==> config.mk <==
export PLATFORM = sky130hd
export DESIGN_NAME = lcv_div
export DESIGN_NICKNAME = d
export VERILOG_FILES = /design/src/rtl/lcv_pkg.sv /design/src/rtl/lcv_div.sv
export SDC_FILE = /design/constraint.sdc
export NUM_CORES = 1
export LEC_CHECK = 0
export CORE_ASPECT_RATIO = 2
export CORE_MARGIN = 4
export CORE_UTILIZATION = 30
export CTS_CLUSTER_SIZE = 20
export DETAILED_ROUTE_END_ITERATION = 10
export DONT_BUFFER_PORTS = 1
export HOLD_SLACK_MARGIN = 0.05
export PLACE_DENSITY = 0.54
export SKIP_LAST_GASP = 1
export SYNTH_ARGS = -nofsm -noshare
export SYNTH_HDL_FRONTEND = slang
export SYNTH_SLANG_ARGS = --single-unit
==> constraint.sdc <==
create_clock -name clk -period 3.7 [get_ports clk]
set_clock_uncertainty 0.1 [all_clocks]
set_input_delay 0.37 -clock clk [delete_from_list [all_inputs] [get_ports clk]]
set_output_delay 0.37 -clock clk [all_outputs]
set_load 0.005 [all_outputs]
==> src/rtl/lcv_pkg.sv <==
package lcv_pkg;

    localparam int COORD_BITS          = 12;
    localparam int DIFF_BITS           = COORD_BITS + 1;
    localparam int OUT_BITS            = 20;
    localparam int OUT_FRAC            = 8;
    localparam int NUM_EDGES           = 4;
    localparam int NUM_COORDS          = 4;
    localparam int CFG_IDX_BITS        = 3;
    localparam int PARAM_FRAC_BITS_DEF = 16;

    typedef logic signed [COORD_BITS-1:0] coord_t;
    typedef logic signed [DIFF_BITS-1:0]  diff_t;
    typedef logic        [COORD_BITS-1:0] mag_t;
    typedef logic signed [OUT_BITS-1:0]   out_t;

    typedef enum logic [CFG_IDX_BITS-1:0] {
        REG_WIN_LEFT    = 3'd0,
        REG_WIN_BOTTOM  = 3'd1,
        REG_WIN_RIGHT   = 3'd2,
        REG_WIN_TOP     = 3'd3,
        REG_VIEW_LEFT   = 3'd4,
        REG_VIEW_BOTTOM = 3'd5,
        REG_VIEW_RIGHT  = 3'd6,
        REG_VIEW_TOP    = 3'd7
    } cfg_reg_t;

    localparam coord_t WIN_LEFT_RST    = coord_t'(0);
    localparam coord_t WIN_BOTTOM_RST  = coord_t'(0);
    localparam coord_t WIN_RIGHT_RST   = coord_t'(100);
    localparam coord_t WIN_TOP_RST     = coord_t'(100);
    localparam coord_t VIEW_LEFT_RST   = coord_t'(0);
    localparam coord_t VIEW_BOTTOM_RST = coord_t'(0);
    localparam coord_t VIEW_RIGHT_RST  = coord_t'(100);
    localparam coord_t VIEW_TOP_RST    = coord_t'(100);

    typedef struct packed {
        coord_t start_x;
        coord_t start_y;
        coord_t end_x;
        coord_t end_y;
    } seg_t;

    typedef struct packed {
        logic visible;
        out_t view_start_x;
        out_t view_start_y;
        out_t view_end_x;
        out_t view_end_y;
    } res_t;

endpackage

==> src/rtl/lcv_div.sv <==
// Restoring divider, one quotient bit per stage, free running.
// Quotient saturates to all ones when it would not fit.
module lcv_div
    import lcv_pkg::*;
#(
    parameter int NUM_BITS = COORD_BITS + PARAM_FRAC_BITS_DEF,
    parameter int DEN_BITS = COORD_BITS,
    parameter int QUO_BITS = PARAM_FRAC_BITS_DEF + 1
)
(
    input  logic                clk,
    input  logic [NUM_BITS-1:0] num,
    input  logic [DEN_BITS-1:0] den,
    output logic [QUO_BITS-1:0] quo
);

    localparam int RW = (NUM_BITS > DEN_BITS + QUO_BITS) ? NUM_BITS : DEN_BITS + QUO_BITS;

    logic [RW-1:0]       rem_reg [0:QUO_BITS-1];
    logic [DEN_BITS-1:0] den_reg [0:QUO_BITS-1];
    logic [QUO_BITS-1:0] quo_reg [0:QUO_BITS];
    logic                ovf_reg [0:QUO_BITS];
    logic [RW:0]         lim;

    always_comb
    begin
        lim = (RW+1)'(den) << QUO_BITS;
    end

    always_ff @(posedge clk)
    begin
        rem_reg[0] <= RW'(num);
        den_reg[0] <= den;
        quo_reg[0] <= '0;
        ovf_reg[0] <= (RW+1)'(num) >= lim;
    end

    for (genvar k = 0; k < QUO_BITS; k++)
    begin : g_stage
        localparam int BIT = QUO_BITS - 1 - k;
        logic [RW-1:0]       shifted;
        logic                take;
        logic [QUO_BITS-1:0] quo_next;

        always_comb
        begin
            shifted       = RW'(den_reg[k]) << BIT;
            take          = rem_reg[k] >= shifted;
            quo_next      = quo_reg[k];
            quo_next[BIT] = take;
        end

        always_ff @(posedge clk)
        begin
            quo_reg[k+1] <= quo_next;
            ovf_reg[k+1] <= ovf_reg[k];
        end

        if (k < QUO_BITS - 1)
        begin : g_rem
            always_ff @(posedge clk)
            begin
                rem_reg[k+1] <= take ? rem_reg[k] - shifted : rem_reg[k];
                den_reg[k+1] <= den_reg[k];
            end
        end
    end

    assign quo = ovf_reg[QUO_BITS] ? '1 : quo_reg[QUO_BITS];

endmodule

### Yosys cells after proc, flatten, opt, wreduce, memory -nomap -nowiden

Memory sizes are Yosys's and may differ from the RTL's.
Cells that the tools add are included.

* register bits after elaboration: 0
* RAM bits: 1021
* input bits: 41
* output and inout bits: 17
* logic and storage cells: 55
* memories: 4

Memories
* rem_reg: words 17, bits a word 29, rd ports 17, clocked after Yosys merged registers in 0, write ports 17, line lcv_div.sv:19 `logic [RW-1:0] rem_reg [0:QUO_BITS-1];`
* quo_reg: words 18, bits a word 17, rd ports 18, clocked after Yosys merged registers in 0, write ports 18, line lcv_div.sv:21 `logic [QUO_BITS-1:0] quo_reg [0:QUO_BITS];`
* den_reg: words 17, bits a word 12, rd ports 17, clocked after Yosys merged registers in 0, write ports 17, line lcv_div.sv:20 `logic [DEN_BITS-1:0] den_reg [0:QUO_BITS-1];`
* ovf_reg: words 18, bits a word 1, rd ports 18, clocked after Yosys merged registers in 0, write ports 18, line lcv_div.sv:22 `logic ovf_reg [0:QUO_BITS];`

* $add $sub $neg: 16
* $lt $le $gt $ge: 18
* muxes and demuxes: 17

Operators with widths (number)
* 2-to-1 mux 29 bit: 16
* >= comparator 28 x 29 -> 1 bit: 1
* >= comparator 29 x 12 -> 1 bit: 1
* >= comparator 29 x 13 -> 1 bit: 1
* >= comparator 29 x 14 -> 1 bit: 1
* >= comparator 29 x 15 -> 1 bit: 1
* >= comparator 29 x 16 -> 1 bit: 1
* >= comparator 29 x 17 -> 1 bit: 1
* >= comparator 29 x 18 -> 1 bit: 1
* >= comparator 29 x 19 -> 1 bit: 1
* >= comparator 29 x 20 -> 1 bit: 1
* >= comparator 29 x 21 -> 1 bit: 1
* >= comparator 29 x 22 -> 1 bit: 1
* >= comparator 29 x 23 -> 1 bit: 1
* >= comparator 29 x 24 -> 1 bit: 1
* >= comparator 29 x 25 -> 1 bit: 1
* >= comparator 29 x 26 -> 1 bit: 1
* >= comparator 29 x 27 -> 1 bit: 1
* >= comparator 29 x 28 -> 1 bit: 1
* subtractor 29 x 13 -> 29 bit: 1
* subtractor 29 x 14 -> 29 bit: 1
* subtractor 29 x 15 -> 29 bit: 1
* subtractor 29 x 16 -> 29 bit: 1
* subtractor 29 x 17 -> 29 bit: 1
* 12 further kinds: 12

### Depth between registers and ports, before layout

An unclocked memory read counts as a cell.

* depth in word-level cells: 3
* depth in mapped cells: 13
* gate-level depth less buffers: 11

### Worst setup path after synthesis

OpenSTA, ideal clock, no wires.

* path type: register to register
* from: memory rem_reg[13][15] (netlist bit)
* to: memory rem_reg[14][12] (netlist bit)
* setup time: 0.121 ns
* data arrival time: 2.853 ns
* data required time: 3.479 ns
* path slack: 0.627 ns
* stages on the path, launching flop included: 8
* path buffers: 1
* clock period less this slack: 3.073 ns
* path through: dfxtp_1 -> or4_4 -> or4_4 -> or4_4 -> a2111oi_4 -> a21boi_2 -> buf_6 -> mux2_2

RTL lines (line)
* start: declaration: lcv_div.sv:19

==> results.toml <==
[synthesis]
ys_seq_elements = 867
yosys.area.top_type_share = 0.530
syn-num-nets = 3476
syn_inst = 3204
avgSynthCellArea_sq_um = 10.2
synth_edf_count = 0
synth_top_flop_cell = "dfxtp_1"
netlist_area_sq_um = 32700
yosysTopAreaCell = "dfxtp_1"
yosysSeqAreaShare = 0.530
yosys_warnings = 0
synthArstFlopShare = 0
synthTopCellsByArea = "dfxtp_1 53%, ha_1 8.2%, xor2_1 3.6%, inv_1 3.2%, xnor2_1 3.0%"
synth_cell_type_count = 78

[finish]
seq_area_sq_um = 17400
nets = 3602
multi_input_area_sq_um = 14100
drive_gt1_frac = 0.0842
instances_no_fill = 4782
largest_reg_flops = 492
fill_cells = 10900
area_growth_pct = 16.2

[power_and_ir_drop]
power_uw = 32500
p_clk_frac = 0.273
combPwrFrac = 0.322
intPower_uw = 21600
ir_drop_mv = 0.437
pwr-share-seq = 0.405
switching_share = 0.334
power.density_nw_per_um2 = 853
p_leak_uw = 0.0162
switching_power_uw = 10900

[worst_setup_path]
worstPathCellList = "inv_1 > ha_1 > or4_1 > or4_1 > or4_1 > a2111oi_1 > nor2b_2 > buf_4 > mux2_2"
cp_max_fo = 11
cp_top_family = "simple AND/OR/NAND/NOR gates"
crit_top_cell = "or4_1"
required_ps = 4150
cp.arrival_ps = 3810
crit_buf_inv = 2
cp_slowest_cell = "or4_1"
crit_type = "reg2reg"
cpPeakStageDelay_ps = 510
crit_path_end_kind = "register"
cp-start-kind = "register"

[global_routing]
overflow = 0
grt_pass1_vias = 23700
antenna_found_initial = 0
grtUsageTotal = 0.126
grt_pass1_wl_um = 116000
grt_start_max_net_pins = 32

[clock_network]
cts_buffer_depth = 3
cts_setup_buffers = 0
cts_num_sinks = 867
clk_pin_slew_ps = 60
clock_latency_ps = 660
cts_buffers = 84
cts_resized = 0
cts_tree = "done"
clock-root-buffer = "clkbuf_16"
holdBufCountCts = 40
htree_levels = 3

[floorplanning]
dieHeight_um = 475
start_util = 0.302
io_pins = 58
rows = 171
die-area_sq_um = 115000
die_x_um = 242
core_sq_um = 108000

[drt]
vias = 22200
wire_per_inst_um = 15.2
firstDrtPassIters = 5
ant_nets = 0
wl_um = 72800
drt_iter0_drc = 642
vias_per_cell = 4.64
drc = 0

[placed_design]
dp_hpwl_um = 57900
placed_cells = 4588
io_buffers = 0
gp_congestion = 0.780

[worst_hold_path]
hold_path.class = "in2reg"

[timing]
period_minus_slack_ps = 3360
fmax_mhz = 298
slew_viol_final = 0
post-route-period-util = 0.907
tns_ps = 0
whs_ps = 133
worst_pin_slew_ps = 953
hold_violations = 0
rsz0062_at_grt = "false"
setup_viol = 0
slew-limit-headroom = 0.365

[outcome]
status = "complete, no violations"

[flow_run]
drv_cap = 0
-- worst min-delay path, cell delays in order --
cell	delay (ps)
ha_1	100
o21ai_0	70
nand2b_1	70
o211ai_1	90
a21oi_1	140
-- power groups by stage --
stage / sequential [uW] / clock [uW] / combinational (uW)
2_1_floorplan: 12900 / 0 / 8100
3_3_place_gp: 13300 / 0 / 10400
3_5_place_dp: 13300 / 0 / 10500
4_1_cts: 13100 / 9160 / 10600
5_1_grt: 13400 / 9520 / 11800
6_report: 13100 / 8860 / 10500
-- through the flow --
| step | setup WS [ps] | util | cell area (sq um) |
|---|---|---|---|
| after floorplan | 627 | - | 32700 |
| after global placement | 363 | 0.320 | 34700 |
| after detailed placement | 335 | 0.320 | 34700 |
| after CTS | 324 | 0.351 | 38100 |
| after global routing | 105 | 0.351 | 38100 |
| final | 344 | 0.351 | 38100 |
-- routing by layer --
metal | wire length [um] | up-vias | track usage
met5 | 0 | - | 0
met4 | 4900 | 0 | 0.0827
met3 | 1870 | 177 | 0.0163
met2 | 46200 | 296 | 0.296
met1 | 19900 | 10400 | 0.0832
li1 | - | 11300 | -
-- cells by family (layout without fill, tap and decap cells) --
| family | after synthesis | after routing | synth area share |
|---|---|---|---|
| AO/OA/AOI/OAI | 615 | 615 | 0.118 |
| XOR/XNOR | 246 | 246 | 0.0658 |
| adder cells (fa/ha/maj) | 231 | 231 | 0.0919 |
| buffers and inverters | 333 | 526 | 0.0394 |
| flip-flops | 867 | 867 | 0.530 |
| multiplexers | 64 | 64 | 0.0216 |
| other | 0 | 1 | 0 |
| AND/OR/NAND/NOR | 848 | 848 | 0.134 |
-- layout make-up --
type / instances / share of cell area
diodes: 1 / 0.0000658
well taps: 1384 / 0.0455
multi-input cells: 2004 / 0.371
clock buffers: 118 / 0.0636
inverters: 284 / 0.0280
clock inverters: 35 / 0.0140
repair buffers: 89 / 0.0215
flip-flops and latches: 867 / 0.456
-- synthesized netlist by cell type, types with 45 or more instances --
| cell type | instances |
|---|---|
| o21ai_0 | 173 |
| nor3_1 | 66 |
| dfxtp_1 | 867 |
| nor2_1 | 209 |
| nor4_1 | 62 |
| a21o_1 | 45 |
| mux2_2 | 52 |
| a21oi_1 | 181 |
| nand2_1 | 197 |
| xor2_1 | 133 |
| xnor2_1 | 113 |
| ha_1 | 215 |
| inv_1 | 283 |
-- cells in the final DEF, fill, tap and decap left out, drive strengths merged, types with 66 or more instances in the layout --
| master | instances |
|---|---|
| o21ai | 175 |
| ha | 215 |
| dfxtp | 867 |
| a21oi | 181 |
| nand2 | 197 |
| xnor2 | 113 |
| xor2 | 133 |
| nor2 | 209 |
| inv | 286 |
| clkbuf | 118 |
| nor3 | 66 |
-- path summary, 6_finish.rpt --
path / from / to / cells past startpoint / slack (ps)
max: den_reg[9][11] / rem_reg[10][11] / 9 / 340
min: num[25] / ovf_reg[0] / 5 / 130
max reg2reg: den_reg[9][11] / rem_reg[10][11] / 9 / 340
min reg2reg: quo_reg[6][16] / quo_reg[7][16] / 0 / 220
(Power assumes the default switching activity.)
